==> config.mk <==
export PLATFORM = sky130hd
export DESIGN_NAME = ack_retransmit_tracker_core
export DESIGN_NICKNAME = d
export VERILOG_FILES = /design/src/rtl/art_pkg.sv /design/src/rtl/ack_retransmit_tracker_core.sv /design/src/rtl/art_mem.sv /design/src/rtl/art_seq.sv
export SDC_FILE = /design/constraint.sdc
export NUM_CORES = 1
export LEC_CHECK = 0
export BUFFER_PORTS_ARGS = -buffer_cell sky130_fd_sc_hd__buf_2
export CORE_MARGIN = 5
export CORE_UTILIZATION = 55
export CTS_CLUSTER_SIZE = 10
export DETAILED_ROUTE_END_ITERATION = 7
export PLACE_DENSITY = 0.76
export SLEW_MARGIN = 20
export SYNTH_ARGS = -nofsm -noshare
export SYNTH_HDL_FRONTEND = slang
export SYNTH_SLANG_ARGS = --single-unit
==> constraint.sdc <==
create_clock -name i_clk -period 8.7 [get_ports i_clk]
set_input_delay 0.435 -clock i_clk [delete_from_list [all_inputs] [get_ports i_clk]]
set_output_delay 0.435 -clock i_clk [all_outputs]
set_load 0.01 [all_outputs]
==> src/rtl/art_pkg.sv <==
// Shared types, codes and constants of the ack retransmit tracker.
// Used by art_mem, art_seq and ack_retransmit_tracker_core; depends on nothing.
package art_pkg;

    // Field widths of the stream items.
    localparam int unsigned ID_W     = 32;
    localparam int unsigned AGE_W    = 16;
    localparam int unsigned RETRY_W  = 4;
    localparam int unsigned ACTION_W = 2;
    localparam int unsigned EVENT_W  = 3;

    // Default number of table entries.
    localparam int unsigned DEPTH_DEFAULT = 16;

    // Saturation value of an entry's age.
    localparam logic [AGE_W-1:0] AGE_MAX = '1;

    // Configuration register indexes and reset values.
    localparam int unsigned      CFG_IDX_W         = 1;
    localparam int unsigned      CFG_DATA_W        = 16;
    localparam logic [CFG_IDX_W-1:0] CFG_ACK_TIMEOUT = 1'b0;
    localparam logic [CFG_IDX_W-1:0] CFG_RETRY_LIMIT = 1'b1;
    localparam logic [AGE_W-1:0]   ACK_TIMEOUT_RST = 16'd2;
    localparam logic [RETRY_W-1:0] RETRY_LIMIT_RST = 4'd3;

    // Input action codes.
    localparam logic [ACTION_W-1:0] ACT_SEND = 2'd0;
    localparam logic [ACTION_W-1:0] ACT_ACK  = 2'd1;
    localparam logic [ACTION_W-1:0] ACT_TICK = 2'd2;

    // Result event codes.
    localparam logic [EVENT_W-1:0] EV_STORED  = 3'd0;
    localparam logic [EVENT_W-1:0] EV_FULL    = 3'd1;
    localparam logic [EVENT_W-1:0] EV_ACKED   = 3'd2;
    localparam logic [EVENT_W-1:0] EV_UNKNOWN = 3'd3;
    localparam logic [EVENT_W-1:0] EV_RESEND  = 3'd4;
    localparam logic [EVENT_W-1:0] EV_GIVEUP  = 3'd5;
    localparam logic [EVENT_W-1:0] EV_NONE    = 3'd6;

    // One table entry as stored in memory.
    typedef struct packed {
        logic [ID_W-1:0]    id;
        logic [AGE_W-1:0]   age;
        logic [RETRY_W-1:0] retries;
    } t_entry;

    // One result item.
    typedef struct packed {
        logic               last;
        logic [EVENT_W-1:0] res;
        logic [ID_W-1:0]    id;
        logic [RETRY_W-1:0] retries;
    } t_result;

    // Result handed from the sequencer to the output register.
    typedef struct packed {
        logic    valid;
        t_result data;
    } t_push;

endpackage

==> src/rtl/ack_retransmit_tracker_core.sv <==
// Top level of the ack retransmit tracker: configuration registers, output register,
// entry memory and sequencer. Depends on art_pkg, art_mem and art_seq.
//
// Channel   Dir  Beat fields
// s (in)    in   tuser[1:0] action; tdata[31:0] msg_id
// m (out)   out  tuser[2:0] event_res; tdata[31:0] event_id, [35:32] retry_count; tlast
// cfg       in   i_cfg_index register (0 ack_timeout, 1 retry_limit); i_cfg_data value
//
// Send, ack and tick items run in steps from one accepted beat to the next: the single read
// port scans one entry per cycle while the scan is not held, a further step evaluates the
// last read data, the final step writes a send's slot and emits the final beat, and the idle
// state takes the next beat. Items with an unused action code skip the scan. A full output register holds
// the scan when a tick finds another due entry, and holds the final cycle of every item.
// Reset clears the valid bits at once; no clearing pass runs. Config writes are taken
// in every cycle.
module ack_retransmit_tracker_core #(
    parameter int unsigned TABLE_DEPTH = art_pkg::DEPTH_DEFAULT
) (
    input  logic                             i_clk,
    input  logic                             i_rst_n,
    input  logic                             i_s_tvalid,
    output logic                             o_s_tready,
    input  logic [31:0]                      i_s_tdata,   // [31:0] msg_id
    input  logic [1:0]                       i_s_tuser,   // [1:0] action
    output logic                             o_m_tvalid,
    input  logic                             i_m_tready,
    output logic [39:0]                      o_m_tdata,   // [31:0] event_id, [35:32] retry_count
    output logic [2:0]                       o_m_tuser,   // [2:0] event_res
    output logic                             o_m_tlast,
    input  logic                             i_cfg_valid,
    output logic                             o_cfg_ready,
    input  logic [art_pkg::CFG_IDX_W-1:0]    i_cfg_index,
    input  logic [art_pkg::CFG_DATA_W-1:0]   i_cfg_data
);

    localparam int unsigned IDX_W = $clog2(TABLE_DEPTH);

    logic [art_pkg::AGE_W-1:0]   r_ack_timeout;
    logic [art_pkg::RETRY_W-1:0] r_retry_limit;
    logic                        r_out_valid;
    art_pkg::t_result            r_out;

    logic                        idle;
    logic                        can_emit;
    art_pkg::t_push              push;
    logic                        mem_we;
    logic [IDX_W-1:0]            mem_waddr;
    art_pkg::t_entry             mem_wdata;
    logic                        mem_re;
    logic [IDX_W-1:0]            mem_raddr;
    art_pkg::t_entry             mem_rdata;

    // Configuration registers.
    assign o_cfg_ready = 1'b1;

    always_ff @(posedge i_clk) begin
        if (!i_rst_n) begin
            r_ack_timeout <= art_pkg::ACK_TIMEOUT_RST;
            r_retry_limit <= art_pkg::RETRY_LIMIT_RST;
        end else if (i_cfg_valid) begin
            unique case (i_cfg_index)
                art_pkg::CFG_ACK_TIMEOUT: r_ack_timeout <= i_cfg_data;
                art_pkg::CFG_RETRY_LIMIT: r_retry_limit <= i_cfg_data[art_pkg::RETRY_W-1:0];
                default: ;
            endcase
        end
    end

    // Output register; it takes a new beat when empty or being drained.
    assign can_emit = !r_out_valid || i_m_tready;

    always_ff @(posedge i_clk) begin
        if (!i_rst_n) begin
            r_out_valid <= 1'b0;
        end else if (push.valid) begin
            r_out_valid <= 1'b1;
        end else if (i_m_tready) begin
            r_out_valid <= 1'b0;
        end
    end

    always_ff @(posedge i_clk) begin
        if (push.valid) begin
            r_out <= push.data;
        end
    end

    assign o_m_tvalid = r_out_valid;
    assign o_m_tdata  = {4'd0, r_out.retries, r_out.id};
    assign o_m_tuser  = r_out.res;
    assign o_m_tlast  = r_out.last;
    assign o_s_tready = idle;

    art_mem #(
        .DEPTH (TABLE_DEPTH),
        .IDX_W (IDX_W)
    ) u_mem (
        .i_clk   (i_clk),
        .i_we    (mem_we),
        .i_waddr (mem_waddr),
        .i_wdata (mem_wdata),
        .i_re    (mem_re),
        .i_raddr (mem_raddr),
        .o_rdata (mem_rdata)
    );

    art_seq #(
        .DEPTH (TABLE_DEPTH),
        .IDX_W (IDX_W)
    ) u_seq (
        .i_clk         (i_clk),
        .i_rst_n       (i_rst_n),
        .i_start       (i_s_tvalid && idle),
        .i_action      (i_s_tuser),
        .i_msg_id      (i_s_tdata),
        .i_ack_timeout (r_ack_timeout),
        .i_retry_limit (r_retry_limit),
        .i_can_emit    (can_emit),
        .o_idle        (idle),
        .o_push        (push),
        .o_mem_we      (mem_we),
        .o_mem_waddr   (mem_waddr),
        .o_mem_wdata   (mem_wdata),
        .o_mem_re      (mem_re),
        .o_mem_raddr   (mem_raddr),
        .i_mem_rdata   (mem_rdata)
    );

endmodule

==> src/rtl/art_mem.sv <==
// Entry memory of the tracker: one write port, one read port, registered read data.
// Depends on art_pkg for the entry type.
module art_mem #(
    parameter int unsigned DEPTH = art_pkg::DEPTH_DEFAULT,
    parameter int unsigned IDX_W = $clog2(DEPTH)
) (
    input  logic              i_clk,
    input  logic              i_we,
    input  logic [IDX_W-1:0]  i_waddr,
    input  art_pkg::t_entry   i_wdata,
    input  logic              i_re,
    input  logic [IDX_W-1:0]  i_raddr,
    output art_pkg::t_entry   o_rdata
);

    art_pkg::t_entry r_mem [DEPTH];
    art_pkg::t_entry r_rdata;

    // Write port.
    always_ff @(posedge i_clk) begin
        if (i_we) begin
            r_mem[i_waddr] <= i_wdata;
        end
    end

    // Read port; the data holds while no read is issued.
    always_ff @(posedge i_clk) begin
        if (i_re) begin
            r_rdata <= r_mem[i_raddr];
        end
    end

    assign o_rdata = r_rdata;

endmodule

==> src/rtl/art_seq.sv <==
// Sequencer of the tracker: scans the entry memory once per send, ack or tick item, holds
// the valid bits, updates entries and produces result beats. Depends on art_pkg.
module art_seq #(
    parameter int unsigned DEPTH = art_pkg::DEPTH_DEFAULT,
    parameter int unsigned IDX_W = $clog2(DEPTH)
) (
    input  logic                          i_clk,
    input  logic                          i_rst_n,
    input  logic                          i_start,
    input  logic [art_pkg::ACTION_W-1:0]  i_action,
    input  logic [art_pkg::ID_W-1:0]      i_msg_id,
    input  logic [art_pkg::AGE_W-1:0]     i_ack_timeout,
    input  logic [art_pkg::RETRY_W-1:0]   i_retry_limit,
    input  logic                          i_can_emit,
    output logic                          o_idle,
    output art_pkg::t_push                o_push,
    output logic                          o_mem_we,
    output logic [IDX_W-1:0]              o_mem_waddr,
    output art_pkg::t_entry               o_mem_wdata,
    output logic                          o_mem_re,
    output logic [IDX_W-1:0]              o_mem_raddr,
    input  art_pkg::t_entry               i_mem_rdata
);

    localparam logic [1:0] ST_IDLE = 2'd0;
    localparam logic [1:0] ST_SCAN = 2'd1;
    localparam logic [1:0] ST_FIN  = 2'd2;

    localparam logic [IDX_W:0] CNT_END = (IDX_W+1)'(DEPTH);

    logic [1:0]                       r_state;
    logic [art_pkg::ACTION_W-1:0]     r_action;
    logic [art_pkg::ID_W-1:0]         r_id;
    logic [IDX_W:0]                   r_rd_cnt;
    logic                             r_ev_valid;
    logic [IDX_W-1:0]                 r_ev_idx;
    logic [DEPTH-1:0]                 r_valid;
    logic                             r_match_found;
    logic [IDX_W-1:0]                 r_match_idx;
    logic                             r_free_found;
    logic [IDX_W-1:0]                 r_free_idx;
    logic                             r_pend_valid;
    art_pkg::t_result                 r_pend;

    logic                             is_tick;
    logic                             ev_entry;
    logic                             ev_tick;
    logic [art_pkg::AGE_W-1:0]        age_inc;
    logic                             due;
    logic                             can_retry;
    logic                             res_new;
    logic                             stall;
    logic                             advance;
    logic                             rd_more;
    logic                             fin_go;
    art_pkg::t_result                 new_res;
    art_pkg::t_result                 fin_res;
    logic [IDX_W-1:0]                 slot_idx;
    logic                             slot_ok;

    // Evaluation of the entry whose read data is present.
    always_comb begin
        is_tick   = (r_action == art_pkg::ACT_TICK);
        ev_entry  = (r_state == ST_SCAN) && r_ev_valid && r_valid[r_ev_idx];
        ev_tick   = ev_entry && is_tick;
        age_inc   = (i_mem_rdata.age != art_pkg::AGE_MAX) ? i_mem_rdata.age + 16'd1
                                                          : i_mem_rdata.age;
        due       = (age_inc >= i_ack_timeout);
        can_retry = (i_mem_rdata.retries < i_retry_limit);
        res_new   = ev_tick && due;
        stall     = res_new && r_pend_valid && !i_can_emit;
        advance   = (r_state == ST_SCAN) && !stall;
        rd_more   = (r_rd_cnt != CNT_END);
        fin_go    = (r_state == ST_FIN) && i_can_emit;

        new_res.last    = 1'b0;
        new_res.id      = i_mem_rdata.id;
        new_res.res     = can_retry ? art_pkg::EV_RESEND : art_pkg::EV_GIVEUP;
        new_res.retries = can_retry ? i_mem_rdata.retries + 4'd1 : '0;
    end

    // Slot for a send: the matching entry, else the lowest free one.
    assign slot_ok  = r_match_found || r_free_found;
    assign slot_idx = r_match_found ? r_match_idx : r_free_idx;

    // Final result of the item.
    always_comb begin
        fin_res = '0;
        fin_res.last = 1'b1;
        unique case (r_action)
            art_pkg::ACT_SEND: begin
                fin_res.res = slot_ok ? art_pkg::EV_STORED : art_pkg::EV_FULL;
                fin_res.id  = r_id;
            end
            art_pkg::ACT_ACK: begin
                fin_res.res = r_match_found ? art_pkg::EV_ACKED : art_pkg::EV_UNKNOWN;
                fin_res.id  = r_id;
            end
            art_pkg::ACT_TICK: begin
                if (r_pend_valid) begin
                    fin_res      = r_pend;
                    fin_res.last = 1'b1;
                end else begin
                    fin_res.res = art_pkg::EV_NONE;
                end
            end
            default: begin
                fin_res.res = art_pkg::EV_NONE;
            end
        endcase
    end

    // Result beats toward the output register.
    always_comb begin
        o_push = '0;
        if (fin_go) begin
            o_push.valid = 1'b1;
            o_push.data  = fin_res;
        end else if (advance && res_new && r_pend_valid) begin
            o_push.valid = 1'b1;
            o_push.data  = r_pend;
        end
    end

    // Memory port control.
    always_comb begin
        o_mem_re    = advance && rd_more;
        o_mem_raddr = r_rd_cnt[IDX_W-1:0];
        if (r_state == ST_FIN) begin
            o_mem_we    = fin_go && (r_action == art_pkg::ACT_SEND) && slot_ok;
            o_mem_waddr = slot_idx;
            o_mem_wdata.id      = r_id;
            o_mem_wdata.age     = '0;
            o_mem_wdata.retries = '0;
        end else begin
            o_mem_we    = advance && ev_tick;
            o_mem_waddr = r_ev_idx;
            o_mem_wdata.id      = i_mem_rdata.id;
            o_mem_wdata.age     = (due && can_retry) ? '0 : age_inc;
            o_mem_wdata.retries = (due && can_retry) ? i_mem_rdata.retries + 4'd1
                                                     : i_mem_rdata.retries;
        end
    end

    assign o_idle = (r_state == ST_IDLE);

    // Sequencer state, scan pointers, valid bits and the held result.
    always_ff @(posedge i_clk) begin
        if (!i_rst_n) begin
            r_state       <= ST_IDLE;
            r_rd_cnt      <= '0;
            r_ev_valid    <= 1'b0;
            r_valid       <= '0;
            r_match_found <= 1'b0;
            r_free_found  <= 1'b0;
            r_pend_valid  <= 1'b0;
        end else begin
            unique case (r_state)
                ST_IDLE: begin
                    if (i_start) begin
                        r_action      <= i_action;
                        r_id          <= i_msg_id;
                        r_rd_cnt      <= '0;
                        r_ev_valid    <= 1'b0;
                        r_match_found <= 1'b0;
                        r_free_found  <= 1'b0;
                        r_pend_valid  <= 1'b0;
                        if (i_action == art_pkg::ACT_SEND || i_action == art_pkg::ACT_ACK ||
                            i_action == art_pkg::ACT_TICK) begin
                            r_state <= ST_SCAN;
                        end else begin
                            r_state <= ST_FIN;
                        end
                    end
                end
                ST_SCAN: begin
                    if (advance) begin
                        // Issue the next read, or finish after the last entry.
                        if (rd_more) begin
                            r_ev_valid <= 1'b1;
                            r_ev_idx   <= r_rd_cnt[IDX_W-1:0];
                            r_rd_cnt   <= r_rd_cnt + 1'b1;
                        end else begin
                            r_ev_valid <= 1'b0;
                            r_state    <= ST_FIN;
                        end
                        // Search for the id and the first free slot.
                        if (r_ev_valid && !is_tick) begin
                            if (r_valid[r_ev_idx] && i_mem_rdata.id == r_id &&
                                !r_match_found) begin
                                r_match_found <= 1'b1;
                                r_match_idx   <= r_ev_idx;
                            end
                            if (!r_valid[r_ev_idx] && !r_free_found) begin
                                r_free_found <= 1'b1;
                                r_free_idx   <= r_ev_idx;
                            end
                        end
                        // A due entry becomes the held result.
                        if (res_new) begin
                            r_pend_valid <= 1'b1;
                            r_pend       <= new_res;
                            if (!can_retry) begin
                                r_valid[r_ev_idx] <= 1'b0;
                            end
                        end
                    end
                end
                ST_FIN: begin
                    if (i_can_emit) begin
                        if (r_action == art_pkg::ACT_SEND && slot_ok) begin
                            r_valid[slot_idx] <= 1'b1;
                        end
                        if (r_action == art_pkg::ACT_ACK && r_match_found) begin
                            r_valid[r_match_idx] <= 1'b0;
                        end
                        r_state <= ST_IDLE;
                    end
                end
                default: begin
                    r_state <= ST_IDLE;
                end
            endcase
        end
    end

`ifndef SYNTH
    // A beat is only handed over when the output register can take it.
    a_push_room: assert property (@(posedge i_clk) disable iff (!i_rst_n)
        o_push.valid |-> i_can_emit)
        else $error("result pushed while output register is full");

    // Nothing is produced while no item is in work.
    a_idle_quiet: assert property (@(posedge i_clk) disable iff (!i_rst_n)
        (r_state == ST_IDLE) |-> (!o_push.valid && !o_mem_we))
        else $error("activity while idle");

    // The final beat of an item returns the sequencer to idle.
    a_last_ends: assert property (@(posedge i_clk) disable iff (!i_rst_n)
        (o_push.valid && o_push.data.last) |=> (r_state == ST_IDLE))
        else $error("item did not end after its last beat");

    // The read pointer never runs past the table.
    a_cnt_range: assert property (@(posedge i_clk) disable iff (!i_rst_n)
        r_rd_cnt <= CNT_END)
        else $error("scan pointer beyond table depth");
`endif

endmodule
== After elaboration in Yosys (flattened, before gate mapping) ==
Memory sizes are Yosys's and may differ from the RTL's. A register that Yosys moved wholly into a read port is not among the register bits.
Index checks and enable logic that the tools add are counted.
Cells by class
  add/sub/neg operators: 3
  magnitude comparators: 8
  equal/unequal tests: 19
  mux-type cells: 64
  bitwise logic cells: 6
  reductions and logical operators: 57
Operators with widths (count)
  $mux W16: 11
  $mux W41: 2
  $pmux W32 S2: 1
  $mux W52: 1
  $mux W36: 1
  $and A16 B16 Y16: 2
  $eq A32 B32 Y1: 1
  $not A16 Y16: 2
  $pmux W16 S2: 1
  $logic_and A1 B1 Y1: 25
  $reduce_and A5 Y1: 5
  $mux W1: 23
  $reduce_and A4 Y1: 5
  $add A16 B1 Y16 const B: 1
  $ge A16 B16 Y1: 1
  $mux W4: 4
  $ne A16 B16 Y1 const B: 1
  $or A16 B16 Y16: 1
  $lt A4 B5 Y1 const B: 3
  $mux W5: 3
  $demux W1 S4: 3
  $ge A4 B1 Y1 const B: 3
  $mux W2: 5
  $ne A2 B1 Y1 const B: 5
  other kinds (21): 47
Storage, ports and cells
  register bits: 173
  bits in writable memories: 832
  bits of input ports: 56
  output and inout port bits: 47
  logic and storage cells: 180
  memories kept: 1
Memories
  u_mem.r_mem: depth 16, bits a word 52, read ports 1, clocked after Yosys merged registers in 1, write ports 1, RTL line art_mem.sv:16  | art_pkg::t_entry r_mem [DEPTH];

== Logic depth before layout (Yosys ltp) ==
Gate-level depths: netlist (run 1).
  depth in word-level cells: 14
  depth in mapped cells: 16
  depth with buffers taken out: 13

== Modules after synthesis ==
Synthesis (run 1) repeated with hierarchy kept, for this count alone.
Second synthesis, totals
  cells, all modules: 2186
  area total of the unflattened synthesis: 41609.9 µm²
Modules (own cells, without submodules)
  art_mem: instances 1, cells an instance 1344, area each 32737.6 µm², seq. area each 26545.5 µm²
  art_seq: instances 1, cells an instance 703, area each 6764.0 µm², seq. area each 3032.9 µm²
  ack_retransmit_tracker_core: instances 1, cells an instance 139, area each 2108.3 µm², seq. area each 1621.6 µm²

== Worst setup path after synthesis (run 1) ==
Ideal clock, no wire load.
  kind: flip-flop to flip-flop
  start point: register u_mem.o_rdata[4] (netlist name)
  end point: memory u_mem.r_mem[0][0] (netlist name) (enable)
  arrival time: 8.756 ns
  data required time: 8.091 ns
  setup slack: -0.664 ns
  stages on the path, launching flop included: 15
  path buffers: 2
  period minus slack after synthesis: 9.364 ns
  cells stage by stage: edfxtp_1 > ha_1 > and2_1 > clkbuf_1 > nand4_1 > or4_1 > buf_2 > xnor2_1 > ha_1 > nand2b_1 > a2111o_1 > a32o_1 > o21ai_0 > a22oi_1 > nor4b_1
Between the ends
  longest elaborated chain between the ends: 12
  elaborated cells between the ends (all ways): 13
  classes of those cells: add/sub (1); order compare (1); eq/ne (1); mux (4); reduce/logical (6)
Ends and longest elaborated chain
  $add A16 B1 Y16 / $ne A16 B16 Y1 (equally long branches): RTL line art_seq.sv:66  | age_inc = (i_mem_rdata.age != art_pkg::AGE_MAX) ? i_mem_rdata.age + 16'd1
  $mux W16 *: RTL line art_seq.sv:66
  $ge A16 B16 Y1 *: RTL line art_seq.sv:68  | due = (age_inc >= i_ack_timeout);
  $logic_and A1 B1 Y1 *: RTL line art_seq.sv:70  | res_new = ev_tick && due;
  $logic_and A1 B1 Y1 * (2 in a row): RTL line art_seq.sv:71  | stall = res_new && r_pend_valid && !i_can_emit;
  $logic_not A1 Y1 *: RTL line art_seq.sv:72  | advance = (r_state == ST_SCAN) && !stall;
  $logic_and A1 B1 Y1 *: RTL line art_seq.sv:72
  $logic_and A1 B1 Y1 *: RTL line art_seq.sv:136  | o_mem_we = advance && ev_tick;
  $mux W1 *: RTL line art_seq.sv:129  | if (r_state == ST_FIN) begin
  $mux W1 *: RTL line art_mem.sv:21  | if (i_we) begin
  $mux W1 (not written as such) *: RTL line art_mem.sv:22  | r_mem[i_waddr] <= i_wdata;
  end: declaration: RTL line art_mem.sv:16
Every way passes the cells marked *; elsewhere a longest branch is shown, timed or not.

== Final worst setup path (run 1) ==
  start point: register u_mem.o_rdata[4] (netlist name)
  end point: memory u_mem.r_mem[7][4] (netlist name) (enable)
Between the ends
  longest elaborated chain between the ends: 12
  elaborated cells between the ends (all ways): 13
  classes of those cells: add/sub (1); order compare (1); eq/ne (1); mux (4); reduce/logical (6)
Ends and longest elaborated chain (RTL line)
  $add A16 B1 Y16 / $ne A16 B16 Y1 (equally long branches): art_seq.sv:66
  $mux W16 *: art_seq.sv:66
  $ge A16 B16 Y1 *: art_seq.sv:68
  $logic_and A1 B1 Y1 *: art_seq.sv:70
  $logic_and A1 B1 Y1 * (2 in a row): art_seq.sv:71
  $logic_not A1 Y1 *: art_seq.sv:72
  $logic_and A1 B1 Y1 *: art_seq.sv:72
  $logic_and A1 B1 Y1 *: art_seq.sv:136
  $mux W1 *: art_seq.sv:129
  $mux W1 *: art_mem.sv:21
  $mux W1 (not written as such) *: art_mem.sv:22
Marks and branches as above.

==> flow_summary.yaml, run 1 <==
floorplan:
  coreArea_sq_um: 75600
  die-area_sq_um: 81400
  num_rows: 101
  start_util_pct: 55.2
  dieHeight_um: 285
  die_x_um: 285
  pin_count: 103
synth:
  synth_common_cells: "1007 x edfxtp_1, 262 x mux4_2, 191 x nand2_1"
  async_reset_ff_share_pct: 0
  ys_seq_elements: 1055
  ys_warn_count: 0
  synth_top_cell_by_area: "edfxtp_1"
  synth_edf_count: 1007
  synth.most_common_cell: "edfxtp_1"
  synth_top_area_share_pct: 72.5
  syn_area_sq_um: 41700
  avgSynthCellArea_sq_um: 19.8
  netlist_instances: 2110
  synth_cell_types: 74
  ys_seq_area_share_pct: 74.8
  synthFlopType: "edfxtp_1"
  synth.area.top_cells: "edfxtp_1 73%, mux4_2 14%, dfxtp_1 2.3%"
cts:
  cts_made_buffers: 117
  cts_tree: "done"
  cts_sinks: 1055
  clk_path_buf_depth: 3
  cts.clk_slew.worst_paths_ns: 0.06
  clk_latency_ns: 0.69
  root_buffer: "clkbuf_16"
  ctsResizeCount: 0
  htree_levels: 3
  post_cts_buffers: 0
setup_path:
  cp.required_ns: 8.98
  crit_path_end_kind: "flop"
  start_kind: "flop"
  cp.arrival_ns: 6.49
  crit_path_max_fanout: 27
  critical_path_class: "flop to flop"
place:
  dp_slack_ns: 2.72
  placement.io_buffers: 97
  dp.cells: 3121
  dpl_cell_area_sq_um: 43500
  dp.final_hpwl_um: 52400
  place.gp.congestion: 0.862
timing:
  timing.final.crit_share_pct: 71.4
  worst_pin_slew_ns: 1.15
  worst_hold_slack_ns: 0.0392
  setup_ws_ns: 2.49
  slew_headroom_pct: 23.4
  hold_viol: 0
  min_period_ns: 6.21
  fin_skew_ns: 0.0522
  fmax_mhz: 161
  rsz0062_at_grt: "false"
  finalSetupTns_ns: 0
  setup_viol: 0
  drv_slew: 0
route:
  first_pass_iters: 5
  viasPerCell: 6.60
  vias: 22000
  drc: 0
  wl_um: 98900
  ant_nets: 0
  drtIter0Drc: 2459
  post_drt_wl_per_cell_um: 29.7
layout:
  final_core_util_pct: 62.6
  area_delta_synth_final_pct: 13.5
  nFillCells: 4875
  fin_nets: 2392
  layout-drive-gt1-share_pct: 24.7
  fin_area_sq_um: 47300
  stdcell_count: 3331
global_route:
  grt_pass1_wl_um: 147000
  antenna_found_initial: 3
  grt_pass1_vias: 22400
  grt_max_degree: 117
  grt_usage_pct: 24.3
  grt-ovfl-total: 0
min_path:
  hold_path.class: "input port to flop"
power:
  irDropWorstVdd_v: 0.000183
  leakage_nw: 15.1
  power.total_mw: 11.3
  p_per_area_nw_per_um2: 238
outcome:
  outcome: "finished clean"
run:
  max-cap-violations: 0
==> worst paths after layout <==
kind | startpoint | endpoint | slack, ns | depth (start not counted)
worst max-delay path | u_mem.o_rdata[4] | u_mem.r_mem[7][4] | 2.49 | 14
worst min-delay path | i_cfg_data[2] | r_retry_limit[2] | 0.04 | 3
worst max register to register | u_mem.o_rdata[4] | u_mem.r_mem[7][4] | 2.49 | 14
worst min register to register | r_ack_timeout[4] | r_ack_timeout[4] | 0.45 | 2
==> worst max-delay path: stages, from the launching register on <==
cell and delay (ns):
edfxtp_1 0.41, ha_1 0.21, and2_1 0.33, nand4_1 0.24
or4_1 0.81, xnor2_1 0.33, ha_1 0.28, nand2b_1 0.16
a2111o_1 0.42, a32o_1 0.40, o21ai_0 0.33, a22oi_2 0.08
buf_4 0.26, nor2_4 0.87, buf_4 0.63
==> report_power, final <==
part	internal, mW	switching (mW)	total [mW]
combinational	0.357	0.635	0.993
sequential	5.86	0.0701	5.93
clock	2.48	1.86	4.34
total	8.70	2.56	11.3
==> cells by family after synthesis <==
kind of cell | Yosys count | synth area share [%]
AOI/OAI and AO/OA | 179 | 3.12
adders and majority gates | 23 | 0.690
and+or+nand+nor | 378 | 4.24
other | 2 | 0.0180
DFF | 1055 | 74.8
xor gates and xnor gates | 45 | 0.945
buffers and inverters | 141 | 1.38
muxes | 287 | 14.8
==> timing repair <==
| item | 4_1_cts | 5_1_grt |
|---|---|---|
| hold endpoints to repair | 50 | 0 |
| endpoints found under the setup margin | 0 | 0 |
| hold buffers | 49 | 0 |
==> cell type report <==
type                            count  area, sq um  area share [%]
Multi-Input combinational cell    917        10200            21.5
Tap cell                          978         1220            2.59
Sequential cell                  1055        31200            65.9
Inverter                           34          128           0.270
Clock buffer                      147         3080            6.51
Antenna cell                        1         2.50         0.00529
Clock inverter                     11          181           0.383
Timing Repair Buffer              188         1340            2.84
==> cell usage in the layout (no fill, tap or decap), types with 6 or more instances in the layout <==
cell type / count
mux2i_1: 22
a21oi_1: 52
nand3_1: 17
nand2_1: 191
ha_1: 23
o21ai_0: 17
nand4_1: 13
inv_1: 32
clkbuf_16: 118
nand2b_1: 8
a31oi_1: 7
nor4_4: 6
dfxtp_1: 44
xnor2_1: 10
nor2_1: 47
buf_2: 97
edfxtp_1: 1007
and3_1: 11
nor2b_1: 11
mux4_2: 262
buf_4: 39
a221o_1: 8
o31ai_1: 6
xor2_1: 35
nor4_1: 7
dlygate4sd3_1: 49
and2_1: 17
clkbuf_1: 27
nor2_4: 7
or3_1: 6
nor3_1: 9
a22o_1: 26
a22oi_1: 7
a21o_1: 6
==> flip-flops by register name, indices dropped and copies added, names as in the netlist, 3 cells and up <==
signal	cells
u_seq.r_free_idx	4
r_ack_timeout	16
u_seq.r_ev_idx	4
u_seq.r_match_idx	4
u_seq.r_pend	37
u_seq.r_valid	16
u_seq.r_rd_cnt	5
u_mem.r_mem	832
o_m_tdata	36
r_retry_limit	4
o_m_tuser	3
u_seq.r_id	32
u_mem.o_rdata	52
==> per-layer routing <==
layer	routed length [um]	part of all wire [%]	up-vias	GRT usage, %
met4	2870	2.9	4	7.00
met1	37600	38	11500	33.5
li1	-	-	8955	-
met3	9390	9.5	211	4.97
met2	49000	50	1322	40.1
met5	21	0.021	-	0
No activity file was read; power rests on OpenSTA's default activity.
==> run 2, diff against run 1 <==
==> constraint.sdc (replaced) <==
create_clock -name i_clk -period 5.5 [get_ports i_clk]
set_input_delay 0.275 -clock i_clk [delete_from_list [all_inputs] [get_ports i_clk]]
set_output_delay 0.275 -clock i_clk [all_outputs]
set_load 0.01 [all_outputs]
==> run 2 against run 1 <==
Wire length up 0.88%. Fmax up 25%. Worst setup slack worse by 2.0 ns. Sequential cell count unchanged. Clock power grew 56%. Clock skew grew 0.0062 ns. Die area is the same. Critical endpoint is now u_mem.r_mem[15][15]. Largest cell class unchanged.
==> flow_summary.yaml, run 2 (synthesized netlist as in run 1, its figures left out) <==
outcome:
  outcome: "finished clean"
place:
  place.gp.congestion: 0.861
  dp_slack_ns: 0.621
  placement.io_buffers: 97
  dp.final_hpwl_um: 54200
  dp.cells: 3138
setup_path:
  critical_path_class: "flop to flop"
  r2r_setup_slack_ns: 0.53
  start_kind: "flop"
  cp_slowest_stage_delay_ns: 0.57
  timing.rr.end: "u_mem.r_mem[15][15]"
  r2r_cells: 13
  cp.required_ns: 5.77
  cp_common_cell: "buf_4"
  r2r-start: "u_mem.o_rdata[4]"
  crit_path_max_fanout: 23
  crit_chain: "ha_2 -> and2_1 -> nand4_1 -> or4_4 -> mux2_2 -> ha_1 -> a2111o_1 -> a32o_2 -> o21ai_2 -> a22oi_2 -> buf_4 -> nor4_4 -> buf_4"
  cp.arrival_ns: 5.24
  cpMaxStageDelayCell: "or4_4"
  crit_path_end_kind: "flop"
timing:
  min_period_ns: 4.97
  fin_skew_ns: 0.0584
  timing.final.crit_share_pct: 90.3
  rsz0062_at_grt: "false"
  drv_slew: 0
  slew_headroom_pct: 24.9
  finalSetupTns_ns: 0
  fmax_mhz: 201
  worst_pin_slew_ns: 1.12
  setup_ws_ns: 0.533
  setup_viol: 0
  worst_hold_slack_ns: 0.0438
  hold_viol: 0
cts:
  cts_tree: "done"
  root_buffer: "clkbuf_16"
  post_cts_buffers: 0
  cts_made_buffers: 116
  clk_latency_ns: 0.69
  cts.clk_slew.worst_paths_ns: 0.05
  cts_sinks: 1055
  clk_path_buf_depth: 3
  htree_levels: 3
global_route:
  grt_usage_pct: 24.5
  grt_pass1_wl_um: 148000
  grt_max_degree: 100
  grt-ovfl-total: 0
  grt_pass1_vias: 22700
  antenna_found_initial: 1
floorplan:
  start_util_pct: 55.2
  coreArea_sq_um: 75600
  die-area_sq_um: 81400
  die_x_um: 285
  dieHeight_um: 285
  num_rows: 101
  pin_count: 103
route:
  first_pass_iters: 5
  wl_um: 99800
  vias: 21900
  drc: 0
  drtIter0Drc: 2591
  viasPerCell: 6.52
  post_drt_wl_per_cell_um: 29.7
  ant_nets: 0
power:
  p_per_area_nw_per_um2: 372
  irDropWorstVdd_v: 0.000263
  power.total_mw: 17.8
  leakage_nw: 15.2
layout:
  stdcell_count: 3362
  largest_reg_flops: 832
  area_delta_synth_final_pct: 14.6
  nFillCells: 4870
  multi_input_area_sq_um: 10200
  layout-drive-gt1-share_pct: 24.9
  layout_commonest_cell: "edfxtp_1"
  regMostFlops: "u_mem.r_mem"
  final_cell_mix: "1007 x edfxtp_1, 262 x mux4_2, 191 x nand2_1"
  seq_area_sq_um: 31200
  antenna_cells: 0
  fin_nets: 2412
min_path:
  min_from: "i_m_tready"
  hold_path_end: "o_m_tvalid"
  hold_path.class: "input port to flop"
  holdPathStages: 3
run:
  max-cap-violations: 0
run 2: cell count changes in the layout (fill, tap and decap cells not counted), sizes merged:
cell         change
diode            -1
bufinv           -1
buf             +16
clkinv           +1
dlygate4sd3      +5
clkbuf          +11
run 2: timing repair:
item | 4_1_cts | 5_1_grt
setup endpoints to repair | 0 | 0
hold buffers | 54 | 0
resized for setup | 0 | 0
hold endpoints to repair | 54 | 0
run 2: where the power goes:
group / internal, mW / switching [mW]
registers: 9.26 / 0.150
clock network: 3.85 / 2.93
logic: 0.598 / 0.997
run 2: critical path, delay by kind of cell (launching register included):
family                   cells  cell delay (ns)
adder cells (fa/ha/maj)      2             0.47
multiplexers                 1             0.33
flip-flops                   1             0.41
buffers and inverters        2             0.80
AND/OR/NAND/NOR              4             1.35
AO/OA/AOI/OAI                4             1.18
run 2: cell type report:
cell class | instances | share of cell area [%]
Clock inverter | 11 | 0.312
Clock buffer | 158 | 6.45
Tap cell | 978 | 2.56
Multi-Input combinational cell | 917 | 21.4
Inverter | 34 | 0.267
Timing Repair Buffer | 209 | 3.73
Sequential cell | 1055 | 65.3
run 2: how the worst max path moves through the flow:
stage | startpoint | end | slack (ns) | cells after the start
final | u_mem.o_rdata[4] | u_mem.r_mem[15][15] | 0.53 | 13
after CTS | u_mem.o_rdata[4] | u_mem.r_mem[15][15] | 0.55 | 13
after detailed placement | u_mem.o_rdata[4] | u_mem.r_mem[15][17] | 0.62 | 13
after global routing | u_mem.o_rdata[4] | u_mem.r_mem[4][16] | 0.30 | 15
after global placement | u_mem.o_rdata[4] | u_mem.r_mem[15][17] | 0.69 | 13
after floorplan | u_mem.o_rdata[4] | u_mem.r_mem[7][0] | -0.54 | 15
run 2: stage by stage:
stage	area (sq um)	utilization (%)
5_1_grt	47800	63.2
2_1_floorplan	41900	-
4_1_cts	47800	63.2
6_report	47800	63.2
3_3_place_gp	44000	58.2
3_5_place_dp	44000	58.2
run 2: per-layer routing:
metal / track usage [%] / share of wire, % / vias up
met2: 39.1 / 49 / 1336
met3: 5.98 / 10 / 201
met1: 33.7 / 38 / 11400
li1: - / - / 9020
met4: 8.56 / 3.3 / 2
met5: 1.07 / 0.13 / -
